File: src/sorted_joint_pose_table_defines.svh
// Assertion macros shared by the sorted joint pose table RTL.
`ifndef SORTED_JOINT_POSE_TABLE_DEFINES_SVH
`define SORTED_JOINT_POSE_TABLE_DEFINES_SVH

// Checks a condition at every clock edge outside reset.
`define SJPT_ASSERT_ALWAYS(label, cond, msg) \
	label: assert property (@(posedge clk) disable iff (!arst_n) (cond)) else $error(msg);

// Checks that a consequent holds in the same cycle as its antecedent.
`define SJPT_ASSERT_IMPLY(label, ante, cons, msg) \
	label: assert property (@(posedge clk) disable iff (!arst_n) (ante) |-> (cons)) \
		else $error(msg);

`endif

File: src/sjpt_pkg.sv
// Shared types and constants of the sorted joint pose table.
`timescale 1ns / 1ps
package sjpt_pkg;

	localparam int MAX_ENTRIES_DEF = 64;
	localparam int KEY_BITS_DEF    = 8;

	localparam int WORD_W = 32;
	localparam int VEC_W  = 4 * WORD_W;

	// Input tdata layout, lowest bit first.
	localparam int IN_OP_LSB  = 0;
	localparam int IN_KEY_LSB = 2;
	localparam int IN_KEY_W   = 8;
	localparam int IN_VEC_LSB = 10;
	localparam int IN_DATA_W  = 144;

	// Output tdata layout, lowest bit first.
	localparam int OUT_VEC_LSB = 2;
	localparam int OUT_DATA_W  = 136;
	localparam int OUT_PAD_W   = OUT_DATA_W - OUT_VEC_LSB - VEC_W;

	typedef enum logic [1:0] {
		OP_WR_OFF = 2'd0,
		OP_WR_ORI = 2'd1,
		OP_RD_OFF = 2'd2,
		OP_RD_ORI = 2'd3
	} op_t;

	localparam logic [1:0] STATUS_OK   = 2'd0;
	localparam logic [1:0] STATUS_MISS = 2'd1;
	localparam logic [1:0] STATUS_FULL = 2'd2;

	// Command broadcast from the sequencer to every cell of the row.
	typedef struct packed {
		logic cmp_en;
		logic apply_en;
		op_t  op;
		logic hit;
		logic full;
	} cell_cmd_t;

	function automatic logic is_write(input op_t op);
		return (op == OP_WR_OFF) || (op == OP_WR_ORI);
	endfunction

endpackage

File: src/sjpt_cell.sv
// One table slot: holds a key and both vectors, compares and shifts toward its upper neighbor.
`timescale 1ns / 1ps
module sjpt_cell import sjpt_pkg::*; #(
	parameter int KEY_BITS = KEY_BITS_DEF
) (
	input  logic                clk,
	input  logic                arst_n,
	input  cell_cmd_t           cmd,
	input  logic [KEY_BITS-1:0] key,
	input  logic [VEC_W-1:0]    wvec,
	input  logic                left_valid,
	input  logic [KEY_BITS-1:0] left_key,
	input  logic [VEC_W-1:0]    left_off,
	input  logic [VEC_W-1:0]    left_ori,
	input  logic                left_gt,
	output logic                valid,
	output logic [KEY_BITS-1:0] key_out,
	output logic [VEC_W-1:0]    off,
	output logic [VEC_W-1:0]    ori,
	output logic                gt,
	output logic                match,
	output logic [VEC_W-1:0]    rd_vec
);

	logic                valid_q;
	logic [KEY_BITS-1:0] key_q;
	logic [VEC_W-1:0]    off_q;
	logic [VEC_W-1:0]    ori_q;
	logic                match_q;
	logic                gt_q;

	logic                valid_d;
	logic [KEY_BITS-1:0] key_d;
	logic [VEC_W-1:0]    off_d;
	logic [VEC_W-1:0]    ori_d;
	logic                sel_off;

	assign sel_off = (cmd.op == OP_WR_OFF);

	// A cell whose key is above the new key, or that is empty, moves up on an insert.
	// The lowest such cell takes the new entry.
	always_comb begin
		valid_d = valid_q;
		key_d   = key_q;
		off_d   = off_q;
		ori_d   = ori_q;
		if (cmd.apply_en && is_write(cmd.op)) begin
			if (cmd.hit) begin
				if (match_q) begin
					if (sel_off) begin
						off_d = wvec;
					end else begin
						ori_d = wvec;
					end
				end
			end else if (!cmd.full && gt_q) begin
				if (left_gt) begin
					valid_d = left_valid;
					key_d   = left_key;
					off_d   = left_off;
					ori_d   = left_ori;
				end else begin
					valid_d = 1'b1;
					key_d   = key;
					off_d   = sel_off ? wvec : '0;
					ori_d   = sel_off ? '0 : wvec;
				end
			end
		end
	end

	always_ff @(posedge clk or negedge arst_n) begin
		if (!arst_n) begin
			valid_q <= 1'b0;
			match_q <= 1'b0;
			gt_q    <= 1'b0;
		end else begin
			valid_q <= valid_d;
			if (cmd.cmp_en) begin
				match_q <= valid_q && (key_q == key);
				gt_q    <= !valid_q || (key_q > key);
			end
		end
	end

	always_ff @(posedge clk) begin
		key_q <= key_d;
		off_q <= off_d;
		ori_q <= ori_d;
	end

	assign valid   = valid_q;
	assign key_out = key_q;
	assign off     = off_q;
	assign ori     = ori_q;
	assign gt      = gt_q;
	assign match   = match_q;
	assign rd_vec  = (match_q && !is_write(cmd.op)) ?
		((cmd.op == OP_RD_OFF) ? off_q : ori_q) : '0;

endmodule

File: config.mk
export PLATFORM = sky130hd
export DESIGN_NAME = sjpt_cell
export DESIGN_NICKNAME = d
export VERILOG_FILES = /design/src/sorted_joint_pose_table_defines.svh /design/src/sjpt_pkg.sv /design/src/sjpt_cell.sv
export SDC_FILE = /design/constraint.sdc
export NUM_CORES = 1
export LEC_CHECK = 0
export ABC_AREA = 1
export BUFFER_PORTS_ARGS = -buffer_cell sky130_fd_sc_hd__buf_4
export CAP_MARGIN = 20
export CORE_AREA = 10 10 302 304
export CTS_CLUSTER_DIAMETER = 60
export DETAILED_ROUTE_END_ITERATION = 7
export DIE_AREA = 0 0 312 314
export SYNTH_ARGS = -nofsm -noshare
export SYNTH_HDL_FRONTEND = slang
export SYNTH_SLANG_ARGS = --single-unit
File: constraint.sdc
create_clock -name clk -period 10.1 [get_ports clk]
set_clock_uncertainty 0.2 [all_clocks]
set_input_delay 2.525 -clock clk [delete_from_list [all_inputs] [get_ports clk]]
set_output_delay 2.525 -clock clk [all_outputs]
set_load 0.02 [all_outputs]
==> impl_metrics.ini, run 1 <==
[setup_path]
crit_buf_inv = 4
worst-setup-path-type = primary input to output pin
crit_family = buffers and inverters
cpMostUsedCell = buf_4
crit_fanout = 68
slowest_stage = buf_4
crit_path_end_kind = output pin
crit_path_max_incr_delay_ps = 690
arrival_ps = 4710
crit_chain = buf_4, inv_4, nand2_4, buf_4, nor2_1, nor3_1, buf_4
start_kind = primary input
crit_required_ps = 7380

[place]
dpl.hpwl_um = 64000
placedInstanceArea_um2 = 23200
dp_slack_ps = 2790
place_congestion = 0.934
dpl.cell_count = 3985
io_buffers = 804

[finish]
utilization_pct = 28.7
fin_nets = 3301
finalNonFillerCells = 4055
drive_gt1_share_pct = 30.9
syn_to_final_growth_pct = 48.9
fin_area_um2 = 24400
antenna_cells = 0

[yosys]
seq_area_frac_synth_pct = 48.9
synth_top_family_by_area = simple AND/OR/NAND/NOR gates
muxShareOfSynthArea_pct = 0
yosysMostFrequentCell = nand2_1
yosys_warnings = 0
synthSimpleGateAreaFrac_pct = 25.5
synth.distinct_cells = 21
synth_flop_cell = edfxtp_1
ys_seq_elements = 267
synth-xor-area-share_pct = 0
syn_area_um2 = 16400
yosys.area.top_type_share_pct = 48.4
syn_inst = 2186
yosys.area_share.adder_pct = 0.611
yosys-top-cells-area = edfxtp_1, nand2_1, o21ai_0
yosys.area.top_type = edfxtp_1
syn-num-nets = 2604
synth_edf_count = 264
synth_compound_area_share_pct = 16.3
synthTopCellsByCount = nand2_1, o21ai_0, edfxtp_1, nor2_1, o21ai_1
syn_area_per_cell_um2 = 7.49
synth-async-reset-ratio_pct = 1.12

[floorplan]
die_w_um = 312
core-area_um2 = 84900
start_util_pct = 19.3
rows = 107
fp.dieH_um = 314
dieArea_um2 = 98000
ios = 805

[global_routing]
grt_usage_pct = 15.9
overflow = 0
grt_pass1_wl_um = 118000
antenna_found_initial = 3
grt_max_degree = 253
grt_pass1_vias = 17400

[sta]
hold_violations = 0
fin_crit_sh_pct = 73.6
rsz0062_at_grt = false
fin_crit_ps = 7440
slew_headroom_pct = 29.3
setup_viol = 0
final.setup.worst_slack_ps = 2660
setup_tns_ps = 0
max_slew.worst_pin.slew_ps = 1060
finalMaxSlewViolations = 0
max_freq_mhz = 134

[pwr]
p_leak_nw = 10.7
p_per_area_nw_per_um2 = 127
ir_drop_uv = 80.9

[routing]
drtAntennaViolNets = 0
dr_total_vias = 17900
wl_per_cell_um = 20.6
drc = 0
wl_um = 83700
drtPass1Iterations = 6
drt_iter0_markers = 1417
viasPerCell = 4.42

[worst_hold_path]
hp-class = flip-flop to flip-flop

[clock_network]
cts_resized = 0
post_cts_buffers = 0
cts_buffers = 38
clkSlewWorstSetupHoldPaths_ps = 50
htreeDepth = 2
cts_tree = done
postCtsHoldBufs = 0
cts_sinks = 267
cts_buffer_depth = 3
root_buffer = clkbuf_16
insertion_delay_ps = 550

[status]
status = complete, no violations

[run]
maxCapViolCount = 0
==> cell families (layout without fill, tap and decap cells) <==
family	count (synthesis)	after routing
buffers and inverters	318	1043
AND/OR/NAND/NOR	1067	1067
AO/OA/AOI/OAI	526	526
adder cells (fa/ha/maj)	8	8
flip-flops	267	267
==> state kept, by name, summed over array words and instances, names as in the netlist <==
| register | count |
|---|---|
| gt | 1 |
| key_out | 8 |
| match | 1 |
| off | 128 |
| ori | 128 |
| valid | 1 |
==> layout make-up <==
cell class                 count  area, um^2
sequential                   267        8000
clock buffer                  47         995
fill                        9247       60500
clock inverter                21         165
multi-input combinational   1601        6990
tap                         1144        1430
timing repair buffer         827        6230
inverter                     148         571
==> report_power, final <==
part / switching (W) / internal (W)
Combinational: 0.000310 / 0.000216
Clock: 0.000536 / 0.000732
Sequential: 0.0000260 / 0.00127
==> placed cells by master (no fill, tap or decap), types with 2 or more instances in the layout <==
| cell type | n |
|---|---|
| inv_1 | 144 |
| a21oi_4 | 2 |
| clkbuf_1 | 8 |
| o21ai_2 | 9 |
| nor2_1 | 263 |
| a21oi_1 | 3 |
| clkbuf_16 | 38 |
| clkbuf_4 | 2 |
| o21ai_0 | 363 |
| edfxtp_1 | 264 |
| nor3_1 | 128 |
| clkinv_1 | 7 |
| inv_6 | 7 |
| o21ai_1 | 149 |
| nand3_1 | 3 |
| clkinv_2 | 3 |
| clkbuf_8 | 2 |
| ha_1 | 8 |
| buf_4 | 823 |
| inv_4 | 3 |
| nand2_1 | 668 |
| dfrtp_1 | 3 |
| nand2_4 | 2 |
==> tightest hold or removal path: cells and delay by family (launching register included) <==
family	cells	cell delay (ps)
simple gates	1	60
flops	1	380
compound gates	1	60
==> per-layer routing <==
layer	GRT usage (%)	routed length, um
met4	5.56	2890
met3	3.90	6550
met2	27.7	41200
met1	18.8	33100
met5	0	0
==> worst paths after layout <==
check                            start          to  slack [ps]  cells past startpoint
worst max-delay path            cmd[2]  rd_vec[18]        2660                      7
worst min-delay path             valid       valid         340                      2
worst min register to register   valid       valid         340                      2
worst max register to register   match     off[68]        7140                      6
min in group asynchronous       arst_n          gt        1550                      1
max in group asynchronous       arst_n       valid        8050                      1
==> stage by stage <==
step / power [W] / hold WS, ps
after floorplan: 0.00158 / 403
after global placement: 0.00184 / 318
after detailed placement: 0.00184 / 319
after CTS: 0.00313 / 336
after global routing: 0.00323 / 383
final: 0.00309 / 339
Power figures use the tool's default switching activity.
==> run 2, diff against run 1 <==
- clock period: 10.1 -> 7.7 ns (I/O delays scaled with it)
==> impl_metrics.ini, run 2 (synthesized netlist as in run 1, its figures left out) <==
[pwr]
p_int_w = 0.00311
pwr-share-clk_pct = 44.8
power_w = 0.00432
p_switching_w = 0.00122
seqPwrFrac_pct = 39.2
power_frac_comb_pct = 16.0
switching_share_pct = 28.1
ir_drop_uv = 103
p_leak_nw = 10.8
p_per_area_nw_per_um2 = 175

[finish]
mostFrequentLayoutCells = buf_4, nand2_1, o21ai_0
syn_to_final_growth_pct = 50.6
layout_commonest_cell = buf_4
fin_nets = 3303
antenna_cells = 0
n_fill_cell = 9185
drive_gt1_share_pct = 31.1
fin_area_um2 = 24700

[setup_path]
start_kind = primary input
crit_path_end_kind = output pin
crit_path_max_incr_delay_ps = 500
crit_required_ps = 5580
slowest_stage = nand2_4
cp.depth = 5
cp-endpoint = rd_vec[42]
crit_chain = buf_4, nand2_4, buf_12, nor3_1, buf_4
regToRegEndpoint = off[69]
cpMostUsedCell = buf_4
crit_family = buffers and inverters
reg2regPathDepth = 6
reg2reg_slack_ps = 5130
timing.rr.start = match
worst-setup-path-type = primary input to output pin
crit_buf_inv = 3
arrival_ps = 3640
cp-startpoint = cmd[3]
crit_fanout = 73

[routing]
drtAntennaViolNets = 0
drc = 0
drt_iter0_markers = 1428
drtPass1Iterations = 7
viasPerCell = 4.43
wl_um = 83300
wl_per_cell_um = 20.5
dr_total_vias = 18000

[global_routing]
grt_max_degree = 237
grt_use_met2_pct = 27.6
grt_usage_pct = 15.8
met1_usage_pct = 18.9
grt_pass1_wl_um = 119000
grt.busiest_layer = met2
overflow = 0
grt_pass1_vias = 17400
antenna_found_initial = 7
met3_usage_pct = 3.87

[place]
dp_slack_ps = 2020
placedInstanceArea_um2 = 23300
dpl.hpwl_um = 63000
io_buffers = 804
place_congestion = 0.915

[floorplan]
rows = 107
fp.dieH_um = 314
ios = 805
dieArea_um2 = 98000
die_w_um = 312
start_util_pct = 19.3
core-area_um2 = 84900

[sta]
hold_violations = 0
finalMaxSlewViolations = 0
rsz0062_at_grt = false
max_slew.worst_pin.slew_ps = 1150
fin_crit_ps = 5770
max_freq_mhz = 173
setup_viol = 0
whs_ps = 346
final.setup.worst_slack_ps = 1930
fin_crit_sh_pct = 74.9
slew_headroom_pct = 23.1

[status]
status = complete, no violations

[clock_network]
clkSlewWorstSetupHoldPaths_ps = 50
insertion_delay_ps = 550
cts_tree = done
postCtsHoldBufs = 0
cts_buffers = 43
htreeDepth = 2
cts_resized = 0
cts_sinks = 267
root_buffer = clkbuf_16
post_cts_buffers = 0
cts_buffer_depth = 3

[worst_hold_path]
hp-class = flip-flop to flip-flop

[run]
maxCapViolCount = 0
==> run 2: changes by cell type in the layout (fill, tap and decap cells not counted), moves of 2 or more <==
cell and delta:
clkinvlp_4 +5, clkbuf_4 -2, buf_4 -7, bufinv_16 +2, buf_12 +6, clkbuf_16 +6, inv_6 -3, inv_8 +2
==> run 2: final cells by class <==
type / count / area, um^2 / area share [%]
clock inverter: 28 / 267 / 1.08
tap: 1144 / 1430 / 5.80
inverter: 148 / 571 / 2.31
clock buffer: 51 / 1130 / 4.57
sequential: 267 / 8000 / 32.4
multi-input combinational: 1601 / 6990 / 28.3
timing repair buffer: 824 / 6280 / 25.5
==> run 2: metrics by stage <==
stage	setup TNS, ps	std cells	util (%)
after global placement	0	3984	27.4
after floorplan	-447600	2186	-
after detailed placement	0	3984	27.4
after CTS	0	4063	29.1
after global routing	0	4063	29.1
final	0	4063	29.1
==> run 2: worst min-delay path, delay by kind of cell, from the launching register on <==
| kind | cells | cell delay (ps) |
|---|---|---|
| flops | 1 | 380 |
| compound gates | 1 | 60 |
| simple gates | 1 | 60 |
==> run 2: routing by layer <==
layer | part of all wire, % | routed length [um]
met1 | 40 | 33000
met5 | 0.016 | 13
met4 | 3.0 | 2500
met2 | 50 | 41200
met3 | 7.8 | 6510
==> run 2: worst min-delay path by stage <==
stage	from	end	slack, ps	depth (start not counted)
2_1_floorplan	valid	valid	400	2
3_3_place_gp	valid	valid	320	2
3_5_place_dp	valid	valid	320	2
4_1_cts	valid	valid	330	2
5_1_grt	valid	valid	380	2
6_report	valid	valid	350	2
==> run 2: power by group through the flow <==
stage / sequential, W / clock (W) / combinational, W
6_report: 0.00169 / 0.00194 / 0.000691
5_1_grt: 0.00170 / 0.00205 / 0.000770
4_1_cts: 0.00169 / 0.00200 / 0.000695
3_5_place_dp: 0.00172 / 0 / 0.000694
3_3_place_gp: 0.00172 / 0 / 0.000685
2_1_floorplan: 0.00176 / 0 / 0.000316
==> run 3, diff against run 2 <==
- CORE_AREA: 10 10 302 304 -> 10 10 307 309
- DIE_AREA: 0 0 312 314 -> 0 0 317 319
- clock period: 7.7 -> 5.3 ns (I/O delays scaled with it)
==> impl_metrics.ini, run 3 (synthesized netlist as in run 1, its figures left out) <==
[clock_network]
postCtsHoldBufs = 0
htreeDepth = 2
cts_tree = done
clkSlewWorstSetupHoldPaths_ps = 50
cts_buffers = 40
insertion_delay_ps = 540
cts_resized = 0
root_buffer = clkbuf_16
post_cts_buffers = 0
cts_sinks = 267
cts_buffer_depth = 3

[place]
dpl.hpwl_um = 62700
place_congestion = 0.947
placedInstanceArea_um2 = 23500
dp_slack_ps = 1100
io_buffers = 804

[sta]
fin_crit_ps = 4210
whs_ps = 348
finalMaxSlewViolations = 0
fin_crit_sh_pct = 79.5
final.setup.worst_slack_ps = 1090
max_freq_mhz = 237
setup_tns_ps = 0
rsz0062_at_grt = false
slew_headroom_pct = 0.133
hold_violations = 0
max_slew.worst_pin.slew_ps = 1480
setup_viol = 0

[finish]
syn_to_final_growth_pct = 51.0
drive_gt1_share_pct = 31.3
fin_area_um2 = 24700
layout_commonest_cell = buf_4
utilization_pct = 28.1
n_fill_cell = 9552
fin_nets = 3316
mostFrequentLayoutCells = buf_4, nand2_1, o21ai_0

[setup_path]
crit_path_max_incr_delay_ps = 410
arrival_ps = 2690
crit_chain = buf_4, inv_4, nand2_4, buf_12, nor2_1, nor3_1, buf_4
crit_required_ps = 3770
crit_fanout = 70
slowest_stage = nor3_1
worst-setup-path-type = primary input to output pin
cpMostUsedCell = buf_4
start_kind = primary input
crit_path_end_kind = output pin

[routing]
wl_per_cell_um = 19.9
viasPerCell = 4.39
dr_total_vias = 17900
drt_iter0_markers = 1461
drtAntennaViolNets = 0
drc = 0
drtPass1Iterations = 6
wl_um = 81500

[pwr]
p_switching_w = 0.00166
pwr-share-clk_pct = 42.1
p_per_area_nw_per_um2 = 243
power_frac_comb_pct = 17.0
seqPwrFrac_pct = 40.9
p_int_w = 0.00435
ir_drop_uv = 154
switching_share_pct = 27.7
p_leak_nw = 10.9

[floorplan]
die_w_um = 317
start_util_pct = 18.6
ios = 805
dieArea_um2 = 101000
fp.dieH_um = 319
core-area_um2 = 88000
rows = 109

[worst_hold_path]
hp-class = flip-flop to flip-flop

[global_routing]
grt_usage_pct = 15.0
grt_max_degree = 170
antenna_found_initial = 4
grt_pass1_wl_um = 115000
overflow = 0
grt_pass1_vias = 17200

[status]
violations = capacitance limit
status = complete, but fails checks

[run]
maxCapViolCount = 1
==> run 3: cell count changes in the layout (fill, tap and decap cells not counted), sizes merged <==
cell,delta
clkbuf,-4
bufinv,-1
clkinv,+2
diode,+2
clkinvlp,-6
inv,-2
buf,+15
==> run 3: cell type report <==
type	instances	area [um^2]	share of cell area (%)
timing repair buffer	840	6490	26.2
clock buffer	46	1040	4.22
sequential	267	8000	32.4
clock inverter	21	175	0.708
tap	1165	1460	5.89
antenna	2	5.00	0.0202
multi-input combinational	1601	6990	28.3
inverter	148	571	2.31
==> run 3: final timing paths <==
path | cells past startpoint | slack [ps] | start | to
worst max-delay path | 7 | 1090 | cmd[2] | rd_vec[14]
worst min-delay path | 2 | 350 | valid | valid
worst max register to register | 5 | 3220 | match | ori[76]
worst min register to register | 2 | 350 | valid | valid
max in group asynchronous | 1 | 4440 | arst_n | valid
min in group asynchronous | 1 | 360 | arst_n | gt
==> run 3: per-stage QoR <==
step                total power, W  cells
floorplan                  0.00301   2186
global placement           0.00352   4020
detailed placement         0.00353   4020
CTS                        0.00611   4087
global route               0.00629   4089
finish                     0.00601   4090
==> run 3: power groups by stage <==
| stage | clock network [W] | registers [W] | logic [W] |
|---|---|---|---|
| 2_1_floorplan | 0 | 0.00255 | 0.000460 |
| 3_5_place_dp | 0 | 0.00250 | 0.00103 |
| 4_1_cts | 0.00262 | 0.00246 | 0.00103 |
| 6_report | 0.00253 | 0.00246 | 0.00102 |
| 3_3_place_gp | 0 | 0.00250 | 0.00102 |
| 5_1_grt | 0.00269 | 0.00246 | 0.00114 |
==> run 3: worst max-delay path: cells and delay by family <==
| kind | cells | cell delay [ps] |
|---|---|---|
| buffers and inverters | 4 | 720 |
| and+or+nand+nor | 3 | 600 |
==> run 3: metal layers <==
metal	GRT usage, %	up-vias	wire (um)
li1	-	8671	-
met1	17.6	8311	31700
met2	25.8	827	39600
met3	4.22	140	7310
met4	5.32	0	2820
met5	0	-	0
